<file path="src/rtl/mnas_pkg.sv">
// shared types, codes and the dispatch match rule of the next-address sequencer
package mnas_pkg;

	localparam int PC_W      = 10;
	localparam int CFG_ADDR_W = 3;

	localparam logic REG_START_INDEX = 1'b0;

	localparam logic OP_LOAD = 1'b0;
	localparam logic OP_STEP = 1'b1;

	localparam logic [2:0] KIND_NEXT     = 3'd0;
	localparam logic [2:0] KIND_SPIN     = 3'd1;
	localparam logic [2:0] KIND_JUMP     = 3'd2;
	localparam logic [2:0] KIND_JZ       = 3'd3;
	localparam logic [2:0] KIND_JNZ      = 3'd4;
	localparam logic [2:0] KIND_DISPATCH = 3'd5;

	localparam logic [6:0] OPC_AUIPC = 7'b0010111;
	localparam logic [6:0] OPC_LUI   = 7'b0110111;
	localparam logic [6:0] OPC_JAL   = 7'b1101111;
	localparam logic [6:0] OPC_OP    = 7'b0110011;
	localparam logic [2:0] F3_SLL    = 3'b001;
	localparam logic [2:0] F3_SR     = 3'b101;

	typedef struct packed {
		logic            opcode;
		logic [2:0]      branch_kind;
		logic [PC_W-1:0] jump_target;
		logic            dp_zero;
		logic            mem_busy;
		logic [31:0]     instruction;
		logic [5:0]      entry_slot;
		logic [6:0]      entry_opcode;
		logic [2:0]      entry_funct3;
		logic [6:0]      entry_funct7;
		logic [PC_W-1:0] entry_target;
	} item_t;

	typedef struct packed {
		logic [PC_W-1:0] next_index;
		logic            error;
		logic            decoded;
		logic [4:0]      rd_index;
		logic [4:0]      rs1_index;
		logic [4:0]      rs2_index;
	} result_t;

	typedef struct packed {
		logic [6:0]      opcode;
		logic [2:0]      funct3;
		logic [6:0]      funct7;
		logic [PC_W-1:0] target;
	} entry_t;

	typedef struct packed {
		logic            load;
		logic [PC_W-1:0] value;
	} pc_load_t;

	function automatic logic entry_hit(input entry_t e, input logic [31:0] insn);
		logic [6:0] op;
		logic [2:0] f3;
		logic [6:0] f7;
		logic       hit;
		op = insn[6:0];
		f3 = insn[14:12];
		f7 = insn[31:25];
		if (e.opcode != op) begin
			hit = 1'b0;
		end else if (op == OPC_AUIPC || op == OPC_LUI || op == OPC_JAL) begin
			hit = 1'b1;
		end else if (e.funct3 != f3) begin
			hit = 1'b0;
		end else if (op != OPC_OP && f3 != F3_SLL && f3 != F3_SR) begin
			hit = 1'b1;
		end else begin
			hit = (e.funct7 == f7);
		end
		return hit;
	endfunction

endpackage

</file>
<file path="src/rtl/mnas_chan_if.sv">
// valid/ready channel carrying one beat of a typed payload
interface mnas_chan_if #(parameter type T = logic) ();
	logic valid;
	logic ready;
	T     data;

	modport source(output valid, output data, input ready);
	modport sink(input valid, input data, output ready);
endinterface

</file>
<file path="src/rtl/mnas_table.sv">
// dispatch table memory with one write port, one registered read port and valid bits
module mnas_table #(
	parameter int TABLE_DEPTH = 64
) (
	input  logic                                  clk,
	input  logic                                  arst_n,
	input  logic                                  we,
	input  logic [(TABLE_DEPTH > 1 ? $clog2(TABLE_DEPTH) : 1)-1:0] waddr,
	input  mnas_pkg::entry_t                      wdata,
	input  logic                                  re,
	input  logic [(TABLE_DEPTH > 1 ? $clog2(TABLE_DEPTH) : 1)-1:0] raddr,
	output mnas_pkg::entry_t                      rd_entry,
	output logic                                  rd_vld
);

	mnas_pkg::entry_t       mem [TABLE_DEPTH];
	logic [TABLE_DEPTH-1:0] valid_q;
	mnas_pkg::entry_t       entry_s1;
	logic                   vld_s1;

	always_ff @(posedge clk) begin
		if (we) begin
			mem[waddr] <= wdata;
		end
		if (re) begin
			entry_s1 <= mem[raddr];
		end
	end

	always_ff @(posedge clk or negedge arst_n) begin
		if (!arst_n) begin
			valid_q <= '0;
			vld_s1  <= 1'b0;
		end else begin
			if (we) begin
				valid_q[waddr] <= 1'b1;
			end
			if (re) begin
				vld_s1 <= valid_q[raddr];
			end
		end
	end

	assign rd_entry = entry_s1;
	assign rd_vld   = vld_s1;

endmodule

</file>
<file path="src/rtl/mnas_ctrl.sv">
// sequencer control: item intake, table scan, micro-pc update and result register
module mnas_ctrl #(
	parameter int TABLE_DEPTH = 64,
	parameter int STORE_DEPTH = 1024
) (
	input  logic                clk,
	input  logic                arst_n,
	mnas_chan_if.sink           item,
	mnas_chan_if.source         result,
	input  mnas_pkg::pc_load_t  pc_load,
	output logic                tbl_we,
	output logic [(TABLE_DEPTH > 1 ? $clog2(TABLE_DEPTH) : 1)-1:0] tbl_waddr,
	output mnas_pkg::entry_t    tbl_wdata,
	output logic                tbl_re,
	output logic [(TABLE_DEPTH > 1 ? $clog2(TABLE_DEPTH) : 1)-1:0] tbl_raddr,
	input  mnas_pkg::entry_t    tbl_entry,
	input  logic                tbl_vld
);

	localparam int IDX_W = TABLE_DEPTH > 1 ? $clog2(TABLE_DEPTH) : 1;
	localparam int CNT_W = IDX_W + 1;
	localparam logic [CNT_W-1:0] CNT_END = CNT_W'(TABLE_DEPTH);
	localparam logic [8:0] SLOT_LIM = 9'(TABLE_DEPTH);
	localparam logic [12:0] STORE_LIM = 13'(STORE_DEPTH);
	localparam bit NEED_MOD = STORE_DEPTH < 1024;

	localparam logic [1:0] ST_IDLE = 2'd0;
	localparam logic [1:0] ST_EXEC = 2'd1;
	localparam logic [1:0] ST_SCAN = 2'd2;
	localparam logic [1:0] ST_FIN  = 2'd3;

	function automatic logic [mnas_pkg::PC_W-1:0] fit_pc(input logic [mnas_pkg::PC_W-1:0] v);
		logic [17:0] r;
		r = 18'(v);
		if (NEED_MOD) begin
			for (int k = 5; k >= 0; k--) begin
				if (r >= 18'(STORE_DEPTH << k)) begin
					r = r - 18'(STORE_DEPTH << k);
				end
			end
		end
		return r[mnas_pkg::PC_W-1:0];
	endfunction

	logic [1:0]                 state_q;
	mnas_pkg::item_t            item_q;
	logic [CNT_W-1:0]           cnt_q;
	logic                       pend_s1;
	logic                       hit_q;
	logic [mnas_pkg::PC_W-1:0]  hit_tgt_q;
	logic [mnas_pkg::PC_W-1:0]  pc_q;
	logic                       res_valid_q;
	mnas_pkg::result_t          res_q;

	logic                       item_acc;
	logic                       out_free;
	logic                       retire;
	logic                       is_dispatch;
	logic                       scan_issue;
	logic                       scan_hit;
	logic                       scan_miss;
	logic                       slot_ok;
	logic [12:0]                pc_inc;
	logic [mnas_pkg::PC_W-1:0]  pc_adv;
	logic [mnas_pkg::PC_W-1:0]  tgt_fit;
	mnas_pkg::result_t          res_d;

	assign item.ready   = (state_q == ST_IDLE);
	assign item_acc     = item.valid && item.ready;
	assign is_dispatch  = (item.data.opcode == mnas_pkg::OP_STEP)
		&& (item.data.branch_kind == mnas_pkg::KIND_DISPATCH);
	assign out_free     = !res_valid_q || result.ready;
	assign retire       = ((state_q == ST_EXEC) || (state_q == ST_FIN)) && out_free;

	assign scan_issue   = (state_q == ST_SCAN) && (cnt_q < CNT_END);
	assign scan_hit     = (state_q == ST_SCAN) && pend_s1 && tbl_vld
		&& mnas_pkg::entry_hit(tbl_entry, item_q.instruction);
	assign scan_miss    = (state_q == ST_SCAN) && !pend_s1 && (cnt_q == CNT_END);

	assign tbl_re       = scan_issue;
	assign tbl_raddr    = cnt_q[IDX_W-1:0];

	assign slot_ok      = 9'(item_q.entry_slot) < SLOT_LIM;
	assign tbl_we       = (state_q == ST_EXEC) && out_free
		&& (item_q.opcode == mnas_pkg::OP_LOAD) && slot_ok;
	assign tbl_waddr    = IDX_W'(item_q.entry_slot);
	assign tbl_wdata    = '{opcode: item_q.entry_opcode, funct3: item_q.entry_funct3,
		funct7: item_q.entry_funct7, target: item_q.entry_target};

	assign pc_inc       = 13'(pc_q) + 13'd1;
	assign pc_adv       = (pc_inc == STORE_LIM) ? '0 : pc_inc[mnas_pkg::PC_W-1:0];
	assign tgt_fit      = fit_pc((state_q == ST_FIN) ? hit_tgt_q : item_q.jump_target);

	always_comb begin
		res_d            = '0;
		res_d.next_index = pc_q;
		if (item_q.opcode == mnas_pkg::OP_STEP) begin
			case (item_q.branch_kind)
				mnas_pkg::KIND_NEXT: res_d.next_index = pc_adv;
				mnas_pkg::KIND_SPIN: res_d.next_index = item_q.mem_busy ? pc_q : pc_adv;
				mnas_pkg::KIND_JUMP: res_d.next_index = tgt_fit;
				mnas_pkg::KIND_JZ:   res_d.next_index = item_q.dp_zero ? tgt_fit : pc_adv;
				mnas_pkg::KIND_JNZ:  res_d.next_index = item_q.dp_zero ? pc_adv : tgt_fit;
				mnas_pkg::KIND_DISPATCH: begin
					res_d.next_index = hit_q ? tgt_fit : pc_q;
					res_d.error      = !hit_q;
					res_d.decoded    = 1'b1;
					res_d.rd_index   = item_q.instruction[11:7];
					res_d.rs1_index  = item_q.instruction[19:15];
					res_d.rs2_index  = item_q.instruction[24:20];
				end
				default: res_d.error = 1'b1;
			endcase
		end
	end

	always_ff @(posedge clk or negedge arst_n) begin
		if (!arst_n) begin
			state_q     <= ST_IDLE;
			cnt_q       <= '0;
			pend_s1     <= 1'b0;
			hit_q       <= 1'b0;
			pc_q        <= '0;
			res_valid_q <= 1'b0;
		end else begin
			pend_s1 <= scan_issue;
			if (scan_issue) begin
				cnt_q <= cnt_q + CNT_W'(1);
			end
			res_valid_q <= retire || (res_valid_q && !result.ready);
			unique case (state_q) inside
				ST_IDLE: begin
					if (item_acc) begin
						cnt_q   <= '0;
						state_q <= is_dispatch ? ST_SCAN : ST_EXEC;
					end
				end
				ST_SCAN: begin
					if (scan_hit) begin
						hit_q   <= 1'b1;
						state_q <= ST_FIN;
					end else if (scan_miss) begin
						hit_q   <= 1'b0;
						state_q <= ST_FIN;
					end
				end
				ST_EXEC, ST_FIN: begin
					if (retire) begin
						pc_q    <= res_d.next_index;
						state_q <= ST_IDLE;
					end
				end
				default: state_q <= ST_IDLE;
			endcase
			if (pc_load.load) begin
				pc_q <= fit_pc(pc_load.value);
			end
		end
	end

	always_ff @(posedge clk) begin
		if (item_acc) begin
			item_q <= item.data;
		end
		if (scan_hit) begin
			hit_tgt_q <= tbl_entry.target;
		end
		if (retire) begin
			res_q <= res_d;
		end
	end

	assign result.valid = res_valid_q;
	assign result.data  = res_q;

endmodule

</file>
<file path="src/rtl/microcode_next_address_sequencer.sv">
// next-address sequencer top level: config register port, control and dispatch table
// load and non-dispatch step items pass through the execute state into the result register
// dispatch steps read the table memory one entry per cycle, lowest slot first, stopping at
// the first match; the finish state then registers the result, marked as an error on a miss
// one item in flight; the next item is accepted the cycle after a result is registered,
// even while that result waits on the output
// reset: micro-pc and start index go to 0 and all table entries read as empty
module microcode_next_address_sequencer #(
	parameter int TABLE_DEPTH = 64,
	parameter int STORE_DEPTH = 1024
) (
	input  logic                            clk,
	input  logic                            arst_n,
	input  logic                            psel,
	input  logic                            penable,
	input  logic                            pwrite,
	input  logic [mnas_pkg::CFG_ADDR_W-1:0] paddr,
	input  logic [31:0]                     pwdata,
	output logic [31:0]                     prdata,
	output logic                            pready,
	mnas_chan_if.sink                       item,
	mnas_chan_if.source                     result
);

	localparam int IDX_W = TABLE_DEPTH > 1 ? $clog2(TABLE_DEPTH) : 1;

	logic [mnas_pkg::PC_W-1:0] start_q;
	logic                      start_wr;
	mnas_pkg::pc_load_t        pc_load;
	logic                      tbl_we;
	logic [IDX_W-1:0]          tbl_waddr;
	mnas_pkg::entry_t          tbl_wdata;
	logic                      tbl_re;
	logic [IDX_W-1:0]          tbl_raddr;
	mnas_pkg::entry_t          tbl_entry;
	logic                      tbl_vld;

	assign pready   = 1'b1;
	assign start_wr = psel && penable && pwrite && pready
		&& (paddr[2] == mnas_pkg::REG_START_INDEX);
	assign prdata   = (paddr[2] == mnas_pkg::REG_START_INDEX) ? 32'(start_q) : '0;

	always_ff @(posedge clk or negedge arst_n) begin
		if (!arst_n) begin
			start_q <= '0;
		end else if (start_wr) begin
			start_q <= pwdata[mnas_pkg::PC_W-1:0];
		end
	end

	assign pc_load = '{load: start_wr, value: pwdata[mnas_pkg::PC_W-1:0]};

	mnas_ctrl #(
		.TABLE_DEPTH(TABLE_DEPTH),
		.STORE_DEPTH(STORE_DEPTH)
	) u_ctrl (
		.clk       (clk),
		.arst_n    (arst_n),
		.item      (item),
		.result    (result),
		.pc_load   (pc_load),
		.tbl_we    (tbl_we),
		.tbl_waddr (tbl_waddr),
		.tbl_wdata (tbl_wdata),
		.tbl_re    (tbl_re),
		.tbl_raddr (tbl_raddr),
		.tbl_entry (tbl_entry),
		.tbl_vld   (tbl_vld)
	);

	mnas_table #(
		.TABLE_DEPTH(TABLE_DEPTH)
	) u_table (
		.clk      (clk),
		.arst_n   (arst_n),
		.we       (tbl_we),
		.waddr    (tbl_waddr),
		.wdata    (tbl_wdata),
		.re       (tbl_re),
		.raddr    (tbl_raddr),
		.rd_entry (tbl_entry),
		.rd_vld   (tbl_vld)
	);

endmodule

</file>
<file path="src/flat_wrapper.sv">
// flat-port wrapper written by rule: the top's interface ports become plain ports
module microcode_next_address_sequencer_flat 
#(
	parameter int TABLE_DEPTH = 64,
	parameter int STORE_DEPTH = 1024
)
  (clk, arst_n, psel, penable, pwrite, paddr, pwdata, prdata, pready, item_valid, item_data, item_ready, result_valid, result_data, result_ready);
  mnas_chan_if #(.T(mnas_pkg::item_t)) item_i ();
  mnas_chan_if #(.T(mnas_pkg::result_t)) result_i ();
  input  logic clk;
  input  logic arst_n;
  input  logic psel;
  input  logic penable;
  input  logic pwrite;
  input  logic [mnas_pkg::CFG_ADDR_W-1:0] paddr;
  input  logic [31:0] pwdata;
  output logic [31:0] prdata;
  output logic pready;
  input wire logic [$bits(item_i.valid)-1:0] item_valid;
  input wire logic [$bits(item_i.data)-1:0] item_data;
  output wire logic [$bits(item_i.ready)-1:0] item_ready;
  output wire logic [$bits(result_i.valid)-1:0] result_valid;
  output wire logic [$bits(result_i.data)-1:0] result_data;
  input wire logic [$bits(result_i.ready)-1:0] result_ready;
  assign item_i.valid = item_valid;
  assign item_i.data = item_data;
  assign item_ready = item_i.ready;
  assign result_valid = result_i.valid;
  assign result_data = result_i.data;
  assign result_i.ready = result_ready;
  microcode_next_address_sequencer #(.TABLE_DEPTH(TABLE_DEPTH), .STORE_DEPTH(STORE_DEPTH)) u_core (.clk(clk), .arst_n(arst_n), .psel(psel), .penable(penable), .pwrite(pwrite), .paddr(paddr), .pwdata(pwdata), .prdata(prdata), .pready(pready), .item(item_i), .result(result_i));
endmodule
</file>
<file path="config.mk">
export PLATFORM = sky130hd
export DESIGN_NAME = microcode_next_address_sequencer_flat
export DESIGN_NICKNAME = d
export VERILOG_FILES = /design/src/rtl/mnas_pkg.sv /design/src/rtl/mnas_chan_if.sv /design/src/rtl/mnas_table.sv /design/src/rtl/mnas_ctrl.sv /design/src/rtl/microcode_next_address_sequencer.sv /design/src/flat_wrapper.sv
export SDC_FILE = /design/constraint.sdc
export NUM_CORES = 2
export LEC_CHECK = 0
export BUFFER_PORTS_ARGS = -buffer_cell sky130_fd_sc_hd__buf_2
export CAP_MARGIN = 20
export CORE_MARGIN = 2
export CORE_UTILIZATION = 45
export CTS_CLUSTER_DIAMETER = 50
export CTS_CLUSTER_SIZE = 20
export DETAILED_ROUTE_END_ITERATION = 12
export HOLD_SLACK_MARGIN = 0.1
export PLACE_DENSITY_LB_ADDON = 0.05
export SYNTH_ARGS = -nofsm -noshare
export SYNTH_HDL_FRONTEND = slang
export SYNTH_HIERARCHICAL = 1
export SYNTH_SLANG_ARGS = --single-unit
export TNS_END_PERCENT = 20
</file>
<file path="constraint.sdc">
create_clock -name clk -period 4.2 [get_ports clk]
set_input_delay 0.63 -clock clk [delete_from_list [all_inputs] [get_ports clk]]
set_output_delay 0.63 -clock clk [all_outputs]
set_load 0.03 [all_outputs]
</file>
==> Yosys cells after proc, flatten, opt, wreduce, memory -nomap -nowiden <==
Memory sizes are Yosys's and may differ from the RTL's. A register that Yosys moved wholly into a read port is not among the register bits.
Cells that the tools add are included.
{ "word_totals": {"register_bits": 215, "mem_bits_rw": 1728, "input_bits": 123, "out_inout_bits": 62, "elab_cells": 133, "memories": 1} }
{ "mem_list": {"columns": ["name", "depth", "width", "rd", "rd_ports_with_merged_regs", "wr", "line_no", "text"], "rows": [
  ["u_core.u_table.mem", 64, 27, 1, 1, 1, "mnas_table.sv:16", "mnas_pkg::entry_t mem [TABLE_DEPTH];"]
]} }
{ "classes": {"n_addsub": 2, "order_cmp": 4, "eq_ne": 23, "muxes": 35, "bitwise": 3, "reduce_logical": 38} }
{ "op_table": {"columns": ["operator", "n"], "rows": [
  ["2-to-1 mux 10 bit", 10],
  ["OR 64 bit", 1],
  ["one-hot mux 10 bit (6 select lines)", 1],
  ["2-to-1 mux 27 bit", 1],
  ["2-to-1 mux 7 bit", 3],
  ["logical AND 1 bit", 18],
  ["2-to-1 mux 16 bit", 1],
  ["== test 7 bit (second input constant)", 2],
  ["less-than comparator 6 x 7 -> 1 bit (second input constant)", 2],
  ["adder 10 x 1 -> 11 bit (second input constant)", 1],
  ["== test 11 bit (second input constant)", 1],
  ["2-to-1 mux 1 bit", 10],
  ["2-to-1 mux 2 bit", 5],
  ["== test 3 bit (second input constant)", 3],
  ["adder 7 x 1 -> 7 bit (second input constant)", 1],
  ["== test 7 x 5 -> 1 bit (second input constant)", 1],
  ["== test 7 x 6 -> 1 bit (second input constant)", 1],
  ["== test 7 bit", 1],
  ["less-than comparator 7 bit (second input constant)", 1],
  ["inequality test 7 x 6 -> 1 bit (second input constant)", 1],
  ["inequality test 7 bit", 1],
  ["binary-select mux 1 bit (select 6 bit)", 1],
  ["demux 1 bit (select 6 bit)", 1],
  ["== test 3 x 2 -> 1 bit (second input constant)", 2],
  ["other kinds (21)", 35]
]} }

==> Logic depth before layout (Yosys ltp) <==
{ "depth": {"word_depth": 10, "mapped_depth": 9, "depth_no_buf": 8} }

==> Hierarchy <==
The synthesis kept the hierarchy.
{ "modules_own_cells": {"columns": ["module", "n_inst", "cells_each", "area_per_inst_um2", "seq_area_each_um2"], "rows": [
  ["mnas_table", 1, 2804, 69017.4, 54327.1],
  ["mnas_ctrl", 1, 429, 5945.7, 4093.9],
  ["microcode_next_address_sequencer", 1, 59, 681.9, 250.2]
]} }

==> Worst setup path after synthesis <==
No wires, ideal clock.
{ "synth_path": {"kind": "input to register", "startpoint": "in result_ready", "endpoint": "mem u_core/u_table/mem[48][0] (netlist bit), enable pin", "setup_time_ns": 0.446, "t_arrival_ns": 3.728, "required_time_ns": 3.754, "path_slack_ns": 0.026, "stages": 7, "path_buffers": 1, "path_cell_list": "nand2b_1 -> nand2_1 -> clkbuf_1 -> nor3_1 -> nand4b_1 -> or2_2 -> nor3_1"} }
{ "synth_via": {"elab_chain_len": 5} }
{ "synth_lines": {"columns": ["element", "line_no", "text"], "rows": [
  ["start, declared", "flat_wrapper.sv:24", "input wire logic [$bits(result_i.ready)-1:0] result_ready;"],
  ["logical OR 1 bit", "mnas_ctrl.sv:72", "assign out_free = !res_valid_q || result.ready;"],
  ["logical AND 1 bit", "mnas_ctrl.sv:84", "assign tbl_we = (state_q == ST_EXEC) && out_free"],
  ["logical AND 1 bit", "mnas_ctrl.sv:85", "&& (item_q.opcode == mnas_pkg::OP_LOAD) && slot_ok;"],
  ["named net u_core.tbl_we", "microcode_next_address_sequencer.sv:30", "logic tbl_we;"],
  ["2-to-1 mux 1 bit", "mnas_table.sv:22", "if (we) begin"],
  ["2-to-1 mux 1 bit (implied by the code)", "mnas_table.sv:23", "mem[waddr] <= wdata;"],
  ["end, declared", "mnas_table.sv:16", null]
]} }
The timed path passes the listed nets, and every way through them passes these cells.

==> Worst setup path in the final report <==
{ "layout_path": {"startpoint": "reg u_core.u_ctrl.cnt_q[0]", "endpoint": "reg u_core/u_table/rd_entry[17] (netlist name)"} }
{ "layout_via": {"elab_chain_len": 2} }
{ "layout_lines": {"columns": ["element", "line_no", "text"], "rows": [
  ["start, declared", "mnas_ctrl.sv:47", "logic [CNT_W-1:0] cnt_q;"],
  ["start signal, assigned", "mnas_ctrl.sv:128", "cnt_q <= cnt_q + CNT_W'(1);"],
  ["less-than comparator 7 bit", "mnas_ctrl.sv:75", "assign scan_issue = (state_q == ST_SCAN) && (cnt_q < CNT_END);"],
  ["logical AND 1 bit", "mnas_ctrl.sv:75", null]
]} }
Parallel ways exist; a longest one is shown, timed or not.
A chain may end at the register's enable or synchronous reset.

==> impl_metrics.ini <==
[grt]
grt_pass1_vias = 36896
antenna_found_initial = 4
grt_max_degree = 69
grt_overflow = 0
grt_use_total_pct = 23.1
grt_first_pass_wirelength_mm = 277

[logic_synthesis]
yosys-top-cells-area = edfxtp_1 74%, mux4_2 16%, dfrtp_1 3.2%
synth_edf_count = 1873
synth.avg_cell_area_sq_um = 23.0
yosysWarnings = 6
synth-seq-cells = 1970
synth.area.mux_share_pct = 16.8
synth_top_area_share_pct = 74.4
synth_simple_gate_area_share_pct = 2.30
synth_adder_area_share_pct = 0.0496
synth-async-reset-ratio_pct = 4.92
synthCells = 3292
netlist_area_sq_um = 75600
synth_ff_type = edfxtp_1
yosysTopAreaCell = edfxtp_1
synth_cell_types = 72
synth_common_cells = 1873 x edfxtp_1, 549 x mux4_2, 110 x nor2_1, 97 x dfrtp_1, 81 x clkbuf_1
seq_area_frac_synth_pct = 77.6
yosysMostFrequentCell = edfxtp_1
synth_top_family_by_area = multiplexers
synth_compound_area_share_pct = 1.31
synth-xor-area-share_pct = 0.255

[timing]
rsz0062_at_grt = no
tns_ns = 0
setup_viol = 0
relSlewSlack_pct = 27.0
fin_ws_ns = 0.779
finalHoldViolations = 0
fmax_mhz = 292
worst_pin_slew_ns = 1.10
fin_crit_sh_pct = 81.5
skew_ns = 0.0390
layout_min_cycle_time_ns = 3.42
drv_slew = 0

[placement]
place_inst = 5622
placement.cell_area_sq_um = 80600
gp_congestion = 0.818
post-place-ws_ns = 0.712
port_buffers = 137
dp_hpwl_mm = 111

[cts]
cts_buffers = 175
cts_tree = done
clock_latency_ns = 0.81
post_cts_buffers = 0
htree_num_levels = 4
clock_path_buffers = 3
cts.clk_slew.worst_paths_ns = 0.08
cts_sinks = 1970
cts-root-buf = clkbuf_16

[routing]
firstDrtPassIters = 7
drtIter0Drc = 3694
antenna_left = 0
wirelength_mm = 197
remaining_drc_errors = 0
via_per_inst = 5.84
vias = 35265
wl_per_cell_microns = 32.6

[critical_path]
r2r_slack_ns = 0.78
start_kind = flop
crit_top_cell = mux4_2
required_ns = 4.74
crit_chain = buf_12 -> buf_4 -> mux4_2 -> mux4_2 -> o22ai_1 -> nor2_1
reg2reg_depth = 6
worstPathArrival_ns = 3.96
path_max_fanout = 60
endpoint_kind = flop
crit_family = multiplexers
cp_num_buf_inv = 2
crit_slowest_cell = dfrtp_4
cp_slowest_stage_delay_ns = 0.75
criticalPathCategory = flop to flop
worst-path-stages = 6

[run]
drv_cap = 0

[finish]
seq_area_sq_um = 58700
utilization_pct = 52.4
fillCellCount = 12947
fin_nets = 3816
syn_to_final_growth_pct = 15.8
drive_gt1_share_pct = 34.7
multi_input_area_sq_um = 16300
design_area_sq_um = 87600
fin_cells = 6041

[power_and_ir_drop]
power_per_cell_area_nw_per_um2 = 517
total_leakage_power_nw = 27.4
ir_worst_vdd_mv = 0.434

[worst_hold_path]
holdPathStages = 3
hold_path_class = input port to flop

[die]
die_w_microns = 414
initial_core_util_pct = 45.3
dieArea_sq_um = 171000
die_h_microns = 414
io-pin-count = 185
coreArea_sq_um = 167000
rows = 150

[outcome]
status = finished clean
cell families (layout without fill, tap and decap cells):
logic type / after synthesis / after routing
flip-flops: 1970 / 1970
multiplexers: 582 / 582
AND/OR/NAND/NOR: 337 / 337
buffers and inverters: 233 / 756
AO/OA/AOI/OAI: 143 / 143
XOR/XNOR: 22 / 22
adder cells (fa/ha/maj): 3 / 3
other: 2 / 24
placed cells by master, fill, tap and decap left out, drive strengths merged, types with 6 or more instances in the layout:
| cell | count |
|---|---|
| nor2 | 110 |
| mux2i | 23 |
| nand4 | 7 |
| buf | 324 |
| clkinv | 54 |
| xnor2 | 17 |
| bufinv | 10 |
| and3 | 7 |
| mux2 | 10 |
| a22oi | 14 |
| inv | 71 |
| dfrtp | 97 |
| mux4 | 549 |
| clkbuf | 193 |
| o21ai | 22 |
| or2 | 66 |
| clkinvlp | 10 |
| and2 | 17 |
| nor2b | 19 |
| edfxtp | 1873 |
| nand3 | 25 |
| nor3 | 6 |
| nand2b | 12 |
| a21oi | 18 |
| a21o | 9 |
| conb | 23 |
| nand2 | 47 |
| dlygate4sd3 | 94 |
| o22ai | 45 |
per-layer routing:
layer  part of all wire [%]  wire, microns  GRT usage [%]
met1                     41          80500           31.0
met2                     52         103000           40.0
met4                    2.2           4300           5.79
met3                    4.7           9350           3.19
met5                      0              0              0
worst min-delay path, cell delays in order:
cell and delay (ns):
buf_2 0.11, nand4b_4 0.21, mux2_4 0.19
sequential cells by signal, indices dropped and copies added (netlist names):
signal / count
u_core/u_ctrl/pend_s1: 1
u_core/u_table/mem: 1728
u_core/u_ctrl/state_q: 2
u_core/u_table/rd_vld: 1
u_core/u_ctrl/item_q: 48
u_core/u_table/rd_entry: 27
u_core/start_q: 10
u_core/u_table/valid_q: 64
u_core/u_ctrl/hit_q: 1
u_core/u_ctrl/result.data: 27
u_core/u_ctrl/tbl_wdata: 27
u_core/u_ctrl/result.valid: 1
u_core/u_ctrl/hit_tgt_q: 10
u_core/u_ctrl/cnt_q: 7
u_core/u_ctrl/pc_q: 10
u_core/u_ctrl/tbl_waddr: 6
final cells by class:
class | count | share of cell area, %
Sequential cell | 1970 | 67.0
Multi-Input combinational cell | 1110 | 18.6
Timing Repair Buffer | 418 | 4.32
Tap cell | 2204 | 3.15
Clock buffer | 193 | 5.20
Clock inverter | 130 | 1.66
Antenna cell | 1 | 0.00286
Inverter | 15 | 0.0643
worst paths after layout:
| check | startpoint | endpoint |
|---|---|---|
| worst max-delay path | u_core/u_ctrl/cnt_q[0] | u_core/u_table/rd_entry[17] |
| worst min-delay path | penable | u_core/start_q[5] |
| worst max register to register | u_core/u_ctrl/cnt_q[0] | u_core/u_table/rd_entry[17] |
| worst min register to register | u_core/u_table/rd_entry[4] | u_core/u_ctrl/hit_tgt_q[4] |
| max in group asynchronous | arst_n | u_core/u_ctrl/cnt_q[0] |
| min in group asynchronous | arst_n | u_core/u_ctrl/cnt_q[3] |
per-stage QoR:
step / total power, mW / hold WS (ns)
after floorplan: 27.2 / 0.334
after global placement: 28.8 / 0.416
after detailed placement: 29.0 / 0.409
after CTS: 45.7 / 0.293
after global routing: 46.8 / 0.342
final: 45.2 / 0.370
power breakdown:
part	total (mW)	switching [mW]	leakage, nW	internal, mW
registers	23.3	0.459	18.2	22.9
logic	5.25	3.08	6.36	2.17
clock network	16.7	7.84	2.91	8.82
total	45.2	11.4	27.4	33.9
what timing repair did:
action | CTS | global route
endpoints found under the hold margin | 167 | 0
gates resized for setup | 0 | 0
hold buffers | 94 | 0
Note: power is estimated with default switching activity, not from simulation.
